## src/sv/double_ended_queue_macros.svh

```systemverilog
// Assertion macros shared by the double-ended queue RTL.
// No dependencies; files that assert include it by name.
`ifndef DOUBLE_ENDED_QUEUE_MACROS_SVH
`define DOUBLE_ENDED_QUEUE_MACROS_SVH

// Asserts a property at every rising clock edge outside reset.
`define DEQ_ASSERT(label, clk, rst, prop) \
   label: assert property (@(posedge clk) disable iff (rst) prop) \
      else $error("double-ended queue assertion failed");

// Asserts that a condition never holds outside reset.
`define DEQ_NEVER(label, clk, rst, cond) \
   `DEQ_ASSERT(label, clk, rst, !(cond))

`endif

```

## src/sv/deq_pkg.sv

```systemverilog
// Types and constants of the double-ended queue.
// No dependencies; used by every module of the block but deq_ram.
`default_nettype none

package deq_pkg;

   localparam int VALUE_W     = 32;
   localparam int OCC_W       = 5;
   localparam int QUEUE_DEPTH = 2;

   typedef enum logic [1:0] {
      KIND_PUSH_FRONT = 2'd0,
      KIND_PUSH_BACK  = 2'd1,
      KIND_POP_FRONT  = 2'd2,
      KIND_POP_BACK   = 2'd3
   } kind_type;

   typedef enum logic [1:0] {
      STATUS_DONE  = 2'd0,
      STATUS_EMPTY = 2'd1,
      STATUS_FULL  = 2'd2
   } status_type;

   typedef enum logic [1:0] {
      ST_IDLE,
      ST_READ,
      ST_SEND
   } state_type;

   typedef struct packed {
      logic               is_push;
      logic               at_front;
      logic [VALUE_W-1:0] value;
   } op_type;

   typedef struct packed {
      logic   valid;
      op_type op;
   } link_type;

endpackage

`default_nettype wire

```

## src/sv/deq_ram.sv

```systemverilog
// Generic single-port-write, single-port-read RAM with a registered read.
// No dependencies.
`default_nettype none

module deq_ram #(
   parameter int WIDTH = 32,
   parameter int DEPTH = 16
) (
   input  wire logic                     clock,
   input  wire logic                     wr_en,
   input  wire logic [$clog2(DEPTH)-1:0] wr_addr,
   input  wire logic [WIDTH-1:0]         wr_data,
   input  wire logic                     rd_en,
   input  wire logic [$clog2(DEPTH)-1:0] rd_addr,
   output logic      [WIDTH-1:0]         rd_data
);

   logic [WIDTH-1:0] mem_ff [DEPTH];
   logic [WIDTH-1:0] rd_data_ff;

   always_ff @(posedge clock) begin
      if (wr_en) begin
         mem_ff[wr_addr] <= wr_data;
      end
      if (rd_en) begin
         rd_data_ff <= mem_ff[rd_addr];
      end
   end

   assign rd_data = rd_data_ff;

endmodule

`default_nettype wire

```

## src/sv/deq_front.sv

```systemverilog
// Front part: accepts request items, classifies them and holds them in a
// short queue for the back part. Depends on deq_pkg.
`default_nettype none

module deq_front (
   input  wire logic                        clock,
   input  wire logic                        reset,
   input  wire logic                        req_valid,
   output logic                             req_stall,
   input  wire logic [1:0]                  req_kind,
   input  wire logic signed [deq_pkg::VALUE_W-1:0] req_push_value,
   output deq_pkg::link_type                link,
   input  wire logic                        link_pop
);

   import deq_pkg::*;

   localparam int QP_W = $clog2(QUEUE_DEPTH);
   localparam int QC_W = $clog2(QUEUE_DEPTH + 1);

   op_type           entry_ff [QUEUE_DEPTH];
   logic [QP_W-1:0]  wr_ptr_ff, wr_ptr_in;
   logic [QP_W-1:0]  rd_ptr_ff, rd_ptr_in;
   logic [QC_W-1:0]  fill_ff, fill_in;
   logic             accept;
   logic             take;
   op_type           classified;

   always_comb begin
      classified.value = $unsigned(req_push_value);
      case (kind_type'(req_kind))
         KIND_PUSH_FRONT: begin
            classified.is_push  = 1'b1;
            classified.at_front = 1'b1;
         end
         KIND_PUSH_BACK: begin
            classified.is_push  = 1'b1;
            classified.at_front = 1'b0;
         end
         KIND_POP_FRONT: begin
            classified.is_push  = 1'b0;
            classified.at_front = 1'b1;
         end
         default: begin
            classified.is_push  = 1'b0;
            classified.at_front = 1'b0;
         end
      endcase
   end

   assign req_stall = (fill_ff == QC_W'(QUEUE_DEPTH));
   assign accept    = req_valid && !req_stall;
   assign take      = link_pop && (fill_ff != '0);

   always_comb begin
      wr_ptr_in = wr_ptr_ff;
      rd_ptr_in = rd_ptr_ff;
      fill_in   = fill_ff;
      if (accept) begin
         wr_ptr_in = (wr_ptr_ff == QP_W'(QUEUE_DEPTH - 1)) ? '0 : wr_ptr_ff + 1'b1;
      end
      if (take) begin
         rd_ptr_in = (rd_ptr_ff == QP_W'(QUEUE_DEPTH - 1)) ? '0 : rd_ptr_ff + 1'b1;
      end
      if (accept && !take) begin
         fill_in = fill_ff + 1'b1;
      end else if (take && !accept) begin
         fill_in = fill_ff - 1'b1;
      end
   end

   always_ff @(posedge clock) begin
      if (reset) begin
         wr_ptr_ff <= '0;
         rd_ptr_ff <= '0;
         fill_ff   <= '0;
      end else begin
         wr_ptr_ff <= wr_ptr_in;
         rd_ptr_ff <= rd_ptr_in;
         fill_ff   <= fill_in;
      end
   end

   always_ff @(posedge clock) begin
      if (accept) begin
         entry_ff[wr_ptr_ff] <= classified;
      end
   end

   assign link.valid = (fill_ff != '0);
   assign link.op    = entry_ff[rd_ptr_ff];

endmodule

`default_nettype wire

```

## src/sv/deq_back.sv

```systemverilog
// Back part: carries out queued operations on the ring buffer and holds
// the result item. Depends on deq_pkg, deq_ram and the assertion macros.
`default_nettype none
`include "double_ended_queue_macros.svh"

module deq_back #(
   parameter int DEPTH      = 16,
   parameter int WORD_WIDTH = 32
) (
   input  wire logic                               clock,
   input  wire logic                               reset,
   input  wire deq_pkg::link_type                  link,
   output logic                                    link_pop,
   output logic                                    rsp_valid,
   input  wire logic                               rsp_stall,
   output logic [1:0]                              rsp_status,
   output logic signed [deq_pkg::VALUE_W-1:0]      rsp_pop_value,
   output logic [deq_pkg::OCC_W-1:0]               rsp_occupancy
);

   import deq_pkg::*;

   localparam int IDX_W = $clog2(DEPTH);
   localparam int CNT_W = $clog2(DEPTH + 1);

   state_type              state_ff, state_in;
   logic [IDX_W-1:0]       front_ff, front_in;
   logic [CNT_W-1:0]       count_ff, count_in;
   status_type             status_ff, status_in;
   logic [VALUE_W-1:0]     pop_value_ff, pop_value_in;
   logic [CNT_W-1:0]       offset;
   logic [IDX_W:0]         ring_sum;
   logic [IDX_W-1:0]       back_idx;
   logic [IDX_W-1:0]       front_dec;
   logic [IDX_W-1:0]       front_inc;
   logic                   is_full;
   logic                   is_empty;
   logic                   wr_en;
   logic [IDX_W-1:0]       wr_addr;
   logic                   rd_en;
   logic [IDX_W-1:0]       rd_addr;
   logic [WORD_WIDTH-1:0]  rd_data;

   assign is_full   = (count_ff == CNT_W'(DEPTH));
   assign is_empty  = (count_ff == '0);
   assign offset    = link.op.is_push ? count_ff : count_ff - 1'b1;
   assign front_dec = (front_ff == '0) ? IDX_W'(DEPTH - 1) : front_ff - 1'b1;
   assign front_inc = (front_ff == IDX_W'(DEPTH - 1)) ? '0 : front_ff + 1'b1;

   always_comb begin
      ring_sum = (IDX_W + 1)'(front_ff) + (IDX_W + 1)'(offset);
      if (ring_sum >= (IDX_W + 1)'(DEPTH)) begin
         ring_sum = ring_sum - (IDX_W + 1)'(DEPTH);
      end
      back_idx = ring_sum[IDX_W-1:0];
   end

   always_comb begin
      state_in     = state_ff;
      front_in     = front_ff;
      count_in     = count_ff;
      status_in    = status_ff;
      pop_value_in = pop_value_ff;
      link_pop     = 1'b0;
      wr_en        = 1'b0;
      wr_addr      = link.op.at_front ? front_dec : back_idx;
      rd_en        = 1'b0;
      rd_addr      = link.op.at_front ? front_ff : back_idx;
      case (state_ff)
         ST_IDLE: begin
            if (link.valid) begin
               link_pop     = 1'b1;
               pop_value_in = '0;
               status_in    = STATUS_DONE;
               if (link.op.is_push) begin
                  state_in = ST_SEND;
                  if (is_full) begin
                     status_in = STATUS_FULL;
                  end else begin
                     wr_en    = 1'b1;
                     count_in = count_ff + 1'b1;
                     if (link.op.at_front) begin
                        front_in = front_dec;
                     end
                  end
               end else if (is_empty) begin
                  status_in = STATUS_EMPTY;
                  state_in  = ST_SEND;
               end else begin
                  rd_en    = 1'b1;
                  count_in = count_ff - 1'b1;
                  state_in = ST_READ;
                  if (link.op.at_front) begin
                     front_in = front_inc;
                  end
               end
            end
         end
         ST_READ: begin
            pop_value_in = VALUE_W'(rd_data);
            state_in     = ST_SEND;
         end
         ST_SEND: begin
            if (!rsp_stall) begin
               state_in = ST_IDLE;
            end
         end
         default: begin
            state_in = ST_IDLE;
         end
      endcase
   end

   always_ff @(posedge clock) begin
      if (reset) begin
         state_ff <= ST_IDLE;
         front_ff <= '0;
         count_ff <= '0;
      end else begin
         state_ff <= state_in;
         front_ff <= front_in;
         count_ff <= count_in;
      end
   end

   always_ff @(posedge clock) begin
      status_ff    <= status_in;
      pop_value_ff <= pop_value_in;
   end

   deq_ram #(
      .WIDTH (WORD_WIDTH),
      .DEPTH (DEPTH)
   ) u_slots (
      .clock   (clock),
      .wr_en   (wr_en),
      .wr_addr (wr_addr),
      .wr_data (WORD_WIDTH'(link.op.value)),
      .rd_en   (rd_en),
      .rd_addr (rd_addr),
      .rd_data (rd_data)
   );

   assign rsp_valid     = (state_ff == ST_SEND);
   assign rsp_status    = status_ff;
   assign rsp_pop_value = $signed(pop_value_ff);
   assign rsp_occupancy = OCC_W'(count_ff);

   `DEQ_NEVER(a_count_bound, clock, reset, count_ff > CNT_W'(DEPTH))
   `DEQ_ASSERT(a_full_report, clock, reset,
      (rsp_valid && status_ff == STATUS_FULL) |-> is_full && pop_value_ff == '0)
   `DEQ_ASSERT(a_empty_report, clock, reset,
      (rsp_valid && status_ff == STATUS_EMPTY) |-> is_empty && pop_value_ff == '0)
   `DEQ_ASSERT(a_write_source, clock, reset,
      wr_en |-> (state_ff == ST_IDLE && link.valid && link.op.is_push && !is_full))
   `DEQ_ASSERT(a_count_step, clock, reset,
      ##1 (count_ff == $past(count_ff) || count_ff == $past(count_ff) + 1'b1
           || count_ff == $past(count_ff) - 1'b1))

endmodule

`default_nettype wire

```

## src/sv/double_ended_queue.sv

```systemverilog
// Top level of the bounded double-ended queue on a ring buffer.
// Depends on deq_pkg, deq_front, deq_back (and through it deq_ram).
//
//   Channel   Direction   Handshake              Payload
//   req       in          req_valid / req_stall  req_kind, req_push_value
//   rsp       out         rsp_valid / rsp_stall  rsp_status, rsp_pop_value,
//                                                rsp_occupancy
//
// A push or a refused operation goes from ST_IDLE to ST_SEND in the back
// sequencer; a successful pop passes through ST_READ between the two, for the
// registered read of the slot RAM. The two-entry input queue registers each
// item and keeps taking items until full while a result waits on rsp_stall.
// Synchronous reset empties the ring and the queue; slot contents are not cleared.
`default_nettype none

module double_ended_queue #(
   parameter int DEPTH      = 16,
   parameter int WORD_WIDTH = 32
) (
   input  wire logic                               clock,
   input  wire logic                               reset,
   input  wire logic                               req_valid,
   output logic                                    req_stall,
   input  wire logic [1:0]                         req_kind,
   input  wire logic signed [deq_pkg::VALUE_W-1:0] req_push_value,
   output logic                                    rsp_valid,
   input  wire logic                               rsp_stall,
   output logic [1:0]                              rsp_status,
   output logic signed [deq_pkg::VALUE_W-1:0]      rsp_pop_value,
   output logic [deq_pkg::OCC_W-1:0]               rsp_occupancy
);

   import deq_pkg::*;

   link_type link;
   logic     link_pop;

   deq_front u_front (
      .clock          (clock),
      .reset          (reset),
      .req_valid      (req_valid),
      .req_stall      (req_stall),
      .req_kind       (req_kind),
      .req_push_value (req_push_value),
      .link           (link),
      .link_pop       (link_pop)
   );

   deq_back #(
      .DEPTH      (DEPTH),
      .WORD_WIDTH (WORD_WIDTH)
   ) u_back (
      .clock         (clock),
      .reset         (reset),
      .link          (link),
      .link_pop      (link_pop),
      .rsp_valid     (rsp_valid),
      .rsp_stall     (rsp_stall),
      .rsp_status    (rsp_status),
      .rsp_pop_value (rsp_pop_value),
      .rsp_occupancy (rsp_occupancy)
   );

endmodule

`default_nettype wire

```

## config.mk

```make
export PLATFORM = sky130hd
export DESIGN_NAME = double_ended_queue
export DESIGN_NICKNAME = d
export VERILOG_FILES = /design/src/sv/deq_pkg.sv /design/src/sv/deq_ram.sv /design/src/sv/deq_front.sv /design/src/sv/deq_back.sv /design/src/sv/double_ended_queue.sv
export VERILOG_INCLUDE_DIRS = /design/src /design/src/sv
export SDC_FILE = /design/constraint.sdc
export NUM_CORES = 1
export LEC_CHECK = 0
export ABC_AREA = 1
export BUFFER_PORTS_ARGS = -buffer_cell sky130_fd_sc_hd__buf_2
export CAP_MARGIN = 20
export CORE_ASPECT_RATIO = 1.5
export CORE_UTILIZATION = 56
export CTS_CLUSTER_DIAMETER = 40
export DETAILED_ROUTE_END_ITERATION = 16
export PLACE_DENSITY = 0.76
export SLEW_MARGIN = 20
export SYNTH_ARGS = -nofsm -noshare
export SYNTH_HDL_FRONTEND = slang
export SYNTH_SLANG_ARGS = --single-unit
```

## constraint.sdc

```tcl
create_clock -name clock -period 4.4 [get_ports clock]
set_input_delay 0.22 -clock clock [delete_from_list [all_inputs] [get_ports clock]]
set_output_delay 0.22 -clock clock [all_outputs]
set_load 0.005 [all_outputs]
```

# After elaboration in Yosys (flattened, before gate mapping)
# Memory sizes are Yosys's and may differ from the RTL's. A register that Yosys moved wholly into a read port is not among the register bits.
# Cells that the tools add are included.
[word_totals]
ff_bits = 49
ram_bits = 580
in_bits = 38
out_inout_bits = 41
word_cells = 96
n_memories = 2
[memory_table]
columns = ["name", "words", "word_bits", "read_ports", "rd_clocked_by_memory_dff", "wr", "line", "text"]
rows = [
  ["u_back.u_slots.mem_ff", 16, 32, 1, 1, 1, "deq_ram.sv:18", "logic [WIDTH-1:0] mem_ff [DEPTH];"],
  ["u_front.entry_ff", 2, 34, 1, 1, 1, "deq_front.sv:21", "op_type entry_ff [QUEUE_DEPTH];"],
]
[op_classes]
add_sub_neg = 10
n_lt_le_gt_ge = 1
eq_ne = 11
muxes = 45
reduce_logical = 19
[ops]
columns = ["op", "n"]
rows = [
  ["case mux 32 bit (2 select lines)", 1],
  ["two-way mux 4 bit", 10],
  ["two-way mux 32 bit", 1],
  ["two-way mux 5 bit", 4],
  ["two-way mux 1 bit", 19],
  ["two-way mux 2 bit", 8],
  ["case mux 2 bit (3 select lines)", 2],
  ["subtractor 4 x 1 -> 4 bit, second input constant", 2],
  ["== test 2 bit, second input constant", 3],
  ["!= test 2 bit, second input constant", 3],
  ["AND reduction 2 bit", 3],
  ["nonzero test 2 bit", 3],
  ["adder 4 x 5 -> 5 bit", 1],
  ["adder 5 x 1 -> 5 bit, second input constant", 1],
  ["== test 5 bit, second input constant", 1],
  [">= comparator 5 bit, second input constant", 1],
  ["logical NOT 5 bit", 1],
  ["AND reduction 5 bit", 1],
  ["subtractor 5 x 1 -> 5 bit, second input constant", 1],
  ["adder 4 x 1 -> 4 bit, second input constant", 1],
  ["== test 2 x 1 -> 1 bit, second input constant", 2],
  ["== test 4 bit, second input constant", 1],
  ["logical AND 1 bit", 4],
  ["logical NOT 2 bit", 2],
  ["7 further kinds", 10],
]

# Logic depth before layout (Yosys ltp)
# Gate-level depths: netlist of run 1.
[logic_depth]
ltp_word = 7
mapped_depth = 20
ltp_nobuf = 18

# Cells and area by module
# From an unflattened synthesis of run 1, not the netlist that was laid out.
[unflattened]
cells_unflattened = 2536
area_unflattened_um2 = 28299.6
[modules_own_cells]
columns = ["module", "instances", "cells_per_inst", "area_each_um2", "seq_area_each_um2"]
rows = [
  ["deq_ram", 1, 2120, 23050.9, 16335.7],
  ["deq_front", 1, 145, 2860.2, 2142.1],
  ["deq_back", 1, 271, 2388.5, 1241.2],
]

# Worst setup path after synthesis of run 1
# No wires, ideal clock.
[synth_path]
path_kind = "register to register"
startpoint = "reg (tool-made name)"
endpoint = "mem u_back.u_slots.mem_ff[12][0] (enable)"
setup_ns = 0.421
t_arrival_ns = 3.692
t_required_ns = 3.979
slack_ns = 0.287
stages_incl_launch_ff = 15
n_path_buf = 2
synth_period_minus_slack_ns = 4.113
path_cell_list = "dfxtp_1 buf_4 o21ai_4 buf_2 ha_1 inv_1 ha_1 inv_1 fa_1 xor2_1 nand2_1 o21ai_0 inv_1 nand3_1 nor2_1"
[synth_lines]
columns = ["item", "line"]
rows = [
  ["to (decl)", "deq_ram.sv:18"],
]

==> impl_metrics.py, run 1 <==
metrics = {
    "sta": {
        "slew_headroom": 0.294,
        "clock.fmax_ghz": 0.262,
        "fin_setup_tns_ns": 0,
        "slew_viol_final": 0,
        "min_period_over_period": 0.867,
        "period_minus_slack_ns": 3.82,
        "hold_ws_ns": 0.283,
        "skew_ns": 0.0149,
        "hold_viol_final": 0,
        "finalSetupViolCount": 0,
        "grt_setup_unrepaired": "false",
        "tightestPinTransition_ns": 1.06,
    },
    "clock_network": {
        "clk_pin_slew_ns": 0.06,
        "numCtsBuffers": 61,
        "tritoncts": "built",
        "cts_root_buf": "clkbuf_16",
        "cts_setup_buffers": 0,
        "ctsResizeCount": 0,
        "clk_latency_ns": 0.62,
        "ctsHtreeMaxLevel": 2,
        "clockBufferDepth": 3,
        "cts.sinks": 662,
    },
    "floorplan": {
        "die_area_um2": 52300,
        "rows": 101,
        "io_pins": 79,
        "die_y_um": 279,
        "start_util": 0.567,
        "fp.coreArea_um2": 50700,
        "die_w_um": 187,
    },
    "global_route": {
        "grt_max_degree": 193,
        "grtUsageTotal": 0.249,
        "antenna_found_initial": 0,
        "grt-ovfl-total": 0,
        "grt_pass1_vias": 18800,
        "grt_pass1_wl_um": 101000,
    },
    "worst_setup_path": {
        "cp.required_ns": 4.70,
        "cp.arrival_ns": 4.11,
        "critPathLaunchType": "flip-flop",
        "crit_fanout": 24,
        "path_class": "reg -> reg",
        "crit_path_end_kind": "flip-flop",
    },
    "synthesis": {
        "yosysMostFrequentCell": "nand2_1",
        "synth_edf_count": 646,
        "syn_nets": 2748,
        "async_flop_share": 0,
        "ys.flop_type": "edfxtp_1",
        "syn_area_um2": 28700,
        "ys_types": 27,
        "synth-seq-cells": 662,
        "synth_commonest_cells": "nand2_1 (954), edfxtp_1 (646), nand3_1 (337)",
        "syn_area_per_cell_um2": 10.7,
        "synth_top_area_cell": "edfxtp_1",
        "synth_top_area_frac": 0.675,
        "syn_inst": 2698,
        "synth_top_cells_by_area": "edfxtp_1 (67%), nand2_1 (12%), nand3_1 (5.9%)",
        "synth_warnings": 0,
        "ys_seq_area_frac": 0.686,
    },
    "cells_and_area": {
        "num-fill-cells": 3736,
        "fin_nets": 2817,
        "final_cell_area_um2": 32300,
        "drive_above_1_share": 0.0877,
        "diodes": 0,
        "syn2layout_area_growth_pct": 12.3,
    },
    "detailed_routing": {
        "drt.antenna.violating_nets": 0,
        "num_vias": 19100,
        "drt-initial-drc-count": 2036,
        "first_pass_iters": 6,
        "drc": 0,
        "routed_wl_um": 65100,
        "drt-vias-per-instance": 5.49,
        "wl_per_cell_um": 18.7,
    },
    "placement": {
        "place_area_um2": 29900,
        "port_buffers": 78,
        "gp_congestion": 0.842,
        "dp.final_hpwl_um": 36100,
    },
    "hold_path": {
        "hp-class": "in -> reg",
    },
    "outcome": {
        "status": "complete, no violations",
    },
    "power_and_ir_drop": {
        "p_per_area_nw_per_um2": 811,
        "ir_drop_mv": 0.963,
        "p_leak_uw": 0.0135,
    },
    "run": {
        "drv_cap": 0,
    },
}
==> routing by layer <==
layer / GRT usage / up-vias / share of wire
met5: 0 / - / 0
met4: 0.104 / 0 / 0.037
met3: 0.0314 / 164 / 0.071
met2: 0.444 / 835 / 0.51
met1: 0.305 / 9122 / 0.38
li1: - / 9023 / -
==> state kept, by name, indices dropped and copies added (netlist names), named ones only <==
register                flops
u_front.entry_ff           68
u_back.u_slots.mem_ff     512
u_back.rsp_pop_value       32
u_back.rsp_occupancy        5
u_back.rsp_status           2
u_back.u_slots.rd_data     32
u_front.wr_ptr_ff           1
u_front.rd_ptr_ff           1
u_front.fill_ff             2
u_back.front_ff             4
u_back.state_ff             2
==> worst paths after layout <==
check / start / to / slack, ns / depth (start not counted)
worst max-delay path: u_front.entry_ff[0][33] / u_back.u_slots.mem_ff[12][12] / 0.58 / 13
worst min-delay path: req_valid / u_front.wr_ptr_ff / 0.28 / 5
worst max register to register: u_front.entry_ff[0][33] / u_back.u_slots.mem_ff[12][12] / 0.58 / 13
worst min register to register: u_front.rd_ptr_ff / flip-flop / 0.45 / 1
==> cell families (layout without fill, tap and decap cells) <==
group / count (synthesis) / count (layout) / synth area share
simple gates: 1505 / 1505 / 0.229
fa+ha+maj: 12 / 12 / 0.00548
buf+inv: 472 / 591 / 0.0697
compound gates: 39 / 39 / 0.00723
xor+xnor: 8 / 8 / 0.00244
flops: 662 / 662 / 0.686
==> per-stage QoR <==
| step | setup WS, ns | util | cells | power, µW |
|---|---|---|---|---|
| 3_3_place_gp | 0.725 | 0.590 | 3336 | 20500 |
| 2_1_floorplan | 0.287 | - | 2698 | 17500 |
| 4_1_cts | 0.626 | 0.637 | 3486 | 26100 |
| 3_5_place_dp | 0.622 | 0.590 | 3336 | 20900 |
| 6_report | 0.585 | 0.637 | 3486 | 26200 |
| 5_1_grt | 0.362 | 0.637 | 3486 | 27800 |
==> cell type report <==
| class | count | area [µm²] | area share |
|---|---|---|---|
| Sequential cell | 662 | 19700 | 0.611 |
| Multi-Input combinational cell | 1564 | 7230 | 0.224 |
| Clock buffer | 69 | 1600 | 0.0495 |
| Timing Repair Buffer | 151 | 1270 | 0.0393 |
| Inverter | 327 | 1230 | 0.0382 |
| Tap cell | 669 | 837 | 0.0259 |
| Clock inverter | 44 | 389 | 0.0121 |
==> power breakdown <==
part | leakage, µW | switching, µW | internal [µW] | total [µW]
Clock | 0.000962 | 2350 | 2880 | 5230
Sequential | 0.00602 | 275 | 8760 | 9040
Combinational | 0.00652 | 8730 | 3180 | 11900
Total | 0.0135 | 11400 | 14800 | 26200
==> timing repair <==
action,CTS,global route
endpoints found under the hold margin,75,0
hold buffers,37,0
endpoints found under the setup margin,0,0
==> layout by cell type (no fill, tap or decap), types with 6 or more instances in the layout <==
master and count:
clkinv_2 13, clkinv_1 10, a21oi_1 15, buf_2 78
nand3_1 337, clkinvlp_4 7, edfxtp_1 646, ha_1 11
clkbuf_16 63, buf_4 17, buf_12 19, nor2_4 19
dfxtp_1 16, inv_1 323, dlygate4sd3_1 37, nand3b_1 128
clkbuf_1 6, nor2_1 55, o21ai_0 19, nand2_1 953
==> worst max-delay path, stage by stage, from the launching register on <==
cell and delay, ns:
edfxtp_1 0.41, o21ai_4 0.39, ha_1 0.32, inv_1 0.06
ha_1 0.16, inv_1 0.06, fa_1 0.40, xor2_1 0.17
nand2_1 0.12, o21ai_0 0.18, inv_1 0.12, nand3_1 0.36
nor2_4 0.44, buf_12 0.28
Note: power is estimated with default switching activity, not from simulation.
==> run 2, diff against run 1 <==
- CORE_UTILIZATION: 56 -> 58
- CTS_BUF_LIST: not set -> sky130_fd_sc_hd__clkbuf_2
- PLACE_DENSITY: 0.76 -> 0.78
- SYNTH_HIERARCHICAL: not set -> 1
==> run 2 against run 1 <==
Against the previous run:
- critical path depth fell by 2
- final cell count grew 1.5%
- clock power down 26%
- core utilization increased by 2.0 points
- sequential cell count is the same
- via count decreased by 0.65%
- cell area shrank 2.5%
- count of clock-buffer cells in the layout grew 148
- area after synthesis decreased by 1.6%
- worst hold slack improved by 0.069 ns
- sequential power decreased by 2.5%
- combinational power decreased by 10%
- critical path type unchanged
- largest cell class unchanged
- largest power group unchanged
==> impl_metrics.py, run 2 <==
metrics = {
    "power_and_ir_drop": {
        "p_leak_uw": 0.0136,
        "p_per_area_nw_per_um2": 741,
        "ir_drop_mv": 0.878,
    },
    "synthesis": {
        "synth_simple_gate_area_share": 0.183,
        "ys_seq_area_frac": 0.697,
        "syn_inst": 2536,
        "syn_area_um2": 28300,
        "synth_xor_area_frac": 0.000619,
        "synth_top_area_frac": 0.685,
        "synth_edf_count": 646,
        "synth-seq-cells": 662,
        "synth_warnings": 6,
        "synthAdderAreaFrac": 0.00601,
        "synth_top_cells_by_area": "edfxtp_1 (69%), nand2_1 (9.7%), nand3_1 (7.1%)",
        "synth_top_area_cell": "edfxtp_1",
        "async_flop_share": 0,
        "synth_top_family_by_area": "simple AND/OR/NAND/NOR gates",
        "synthMuxAreaShare": 0.0175,
        "ys_types": 37,
        "synth_commonest_cells": "nand2_1 (729), edfxtp_1 (646), inv_1 (451)",
        "syn_nets": 2587,
        "synth_compound_gate_area_share": 0.00694,
        "yosysMostFrequentCell": "nand2_1",
        "syn_area_per_cell_um2": 11.2,
        "ys.flop_type": "edfxtp_1",
    },
    "clock_network": {
        "tritoncts": "built",
        "clk_latency_ns": 1.12,
        "cts_root_buf": "clkbuf_2",
        "cts.sinks": 662,
        "clockBufferDepth": 3,
        "ctsHtreeMaxLevel": 4,
        "clk_pin_slew_ns": 0.10,
        "cts_setup_buffers": 0,
        "numCtsBuffers": 148,
    },
    "run": {
        "drv_cap": 0,
    },
    "sta": {
        "slew_headroom": 0.318,
        "period_minus_slack_ns": 4.11,
        "fin_setup_tns_ns": 0,
        "slew_viol_final": 0,
        "hold_viol_final": 0,
        "grt_setup_unrepaired": "false",
        "fin_ws_ns": 0.286,
        "clock.fmax_ghz": 0.243,
        "min_period_over_period": 0.935,
        "skew_ns": 0.0695,
        "tightestPinTransition_ns": 1.02,
        "finalSetupViolCount": 0,
    },
    "global_route": {
        "grt_pass1_wl_um": 101000,
        "grt_pass1_vias": 19300,
        "grt-ovfl-total": 0,
        "antenna_found_initial": 1,
        "grtUsageTotal": 0.270,
        "grt_max_degree": 184,
    },
    "worst_setup_path": {
        "slowest_stage": "o21ai_0",
        "cp.required_ns": 5.11,
        "crit_family": "simple AND/OR/NAND/NOR gates",
        "critPathLaunchType": "flip-flop",
        "cp_slowest_stage_delay_ns": 0.50,
        "cp_cell_sequence": "mux2_4 -> inv_1 -> ha_1 -> inv_1 -> ha_1 -> fa_1 -> o21ai_0 -> nand2_1 -> nand3b_1 -> nor2_4 -> buf_4",
        "path_class": "reg -> reg",
        "crit_path_end_kind": "flip-flop",
        "cp.arrival_ns": 4.82,
        "cp_num_buf_inv": 3,
        "crit_fanout": 23,
    },
    "detailed_routing": {
        "drt.antenna.violating_nets": 0,
        "wl_per_cell_um": 18.5,
        "num_vias": 19000,
        "drt-initial-drc-count": 1833,
        "first_pass_iters": 8,
        "drc": 0,
        "drt-vias-per-instance": 5.38,
        "routed_wl_um": 65600,
    },
    "floorplan": {
        "start_util": 0.590,
        "die_w_um": 182,
        "rows": 98,
        "io_pins": 79,
        "die_y_um": 273,
        "fp.coreArea_um2": 47900,
        "die_area_um2": 49700,
    },
    "placement": {
        "dp.final_hpwl_um": 36900,
        "port_buffers": 78,
        "dp_slack_ns": 0.339,
        "gp_congestion": 0.846,
    },
    "cells_and_area": {
        "final_cell_mix": "nand2_1 (728), edfxtp_1 (646), inv_1 (450)",
        "reg_top3": "u_back/u_slots/mem_ff: 512 flops, u_front/entry_ff: 68 flops",
        "final_core_util": 0.657,
        "syn2layout_area_growth_pct": 11.2,
        "largest_reg_flops": 512,
        "mostFrequentLayoutCell": "nand2_1",
        "drive_above_1_share": 0.148,
        "regMostFlops": "u_back/u_slots/mem_ff",
        "fin_nets": 2820,
    },
    "hold_path": {
        "hp-class": "in -> reg",
    },
    "outcome": {
        "status": "complete, no violations",
    },
}
## run 2: cell types whose count changed after synthesis, sizes merged, moves of 31 or more
cell	delta
inv	+127
nand3b	-126
nand2	-229
buf	-31
nand3	+64
mux2	+34
## run 2: power breakdown
part / internal (µW) / total, µW / leakage (µW) / switching [µW]
Clock: 1550 / 3850 / 0.00105 / 2290
Combinational: 3100 / 10700 / 0.00650 / 7580
Sequential: 8520 / 8810 / 0.00601 / 283
## run 2: worst paths after layout
| path | startpoint | endpoint | slack [ns] | cells after the start |
|---|---|---|---|---|
| setup / recovery | u_front/entry_ff[1][33] | u_back/u_slots/mem_ff[11][12] | 0.29 | 11 |
| hold / removal | req_push_value[0] | u_front/entry_ff[0][0] | 0.35 | 3 |
| setup reg to reg | u_front/entry_ff[1][33] | u_back/u_slots/mem_ff[11][12] | 0.29 | 11 |
| hold reg to reg | u_front/rd_ptr_ff | u_front/rd_ptr_ff | 0.52 | 2 |
## run 2: what timing repair did
item,CTS,global route
gates resized for setup,0,0
hold buffers,75,0
hold endpoints to repair,152,0
## run 2: cell families after synthesis
family	after synthesis
AND/OR/NAND/NOR	1219
flip-flops	662
buffers and inverters	570
AO/OA/AOI/OAI	36
multiplexers	34
adder cells (fa/ha/maj)	13
XOR/XNOR	2
## run 2: layout make-up
cell class | count | area [µm²]
Inverter | 454 | 1710
Tap cell | 650 | 813
Clock buffer | 217 | 1090
Timing Repair Buffer | 199 | 1600
Antenna cell | 1 | 2.50
Sequential cell | 662 | 19700
Multi-Input combinational cell | 1304 | 6250
Fill cell | 3544 | 16500
Clock inverter | 50 | 303
## run 2: metal layers
layer	up-vias	global-route usage	wire (µm)
li1	8843	-	-
met1	8988	0.306	22900
met2	959	0.476	34000
met3	230	0.0458	5470
met4	0	0.166	3260
met5	-	0	0
## run 2: metrics by stage
| stage | hold WS (ns) | std cells | instance area (µm²) | power (µW) |
|---|---|---|---|---|
| 3_3_place_gp | 0.409 | 3194 | 29300 | 19100 |
| 2_1_floorplan | 0.282 | 2536 | 28300 | 16600 |
| 6_report | 0.352 | 3537 | 31500 | 23300 |
| 5_1_grt | 0.263 | 3537 | 31500 | 24700 |
| 4_1_cts | 0.237 | 3536 | 31500 | 23300 |
| 3_5_place_dp | 0.413 | 3194 | 29300 | 19400 |
## run 2: tightest hold or removal path: stages
cell	delay, ns
dlygate4sd3_1	0.51
buf_2	0.09
dlygate4sd3_1	0.55
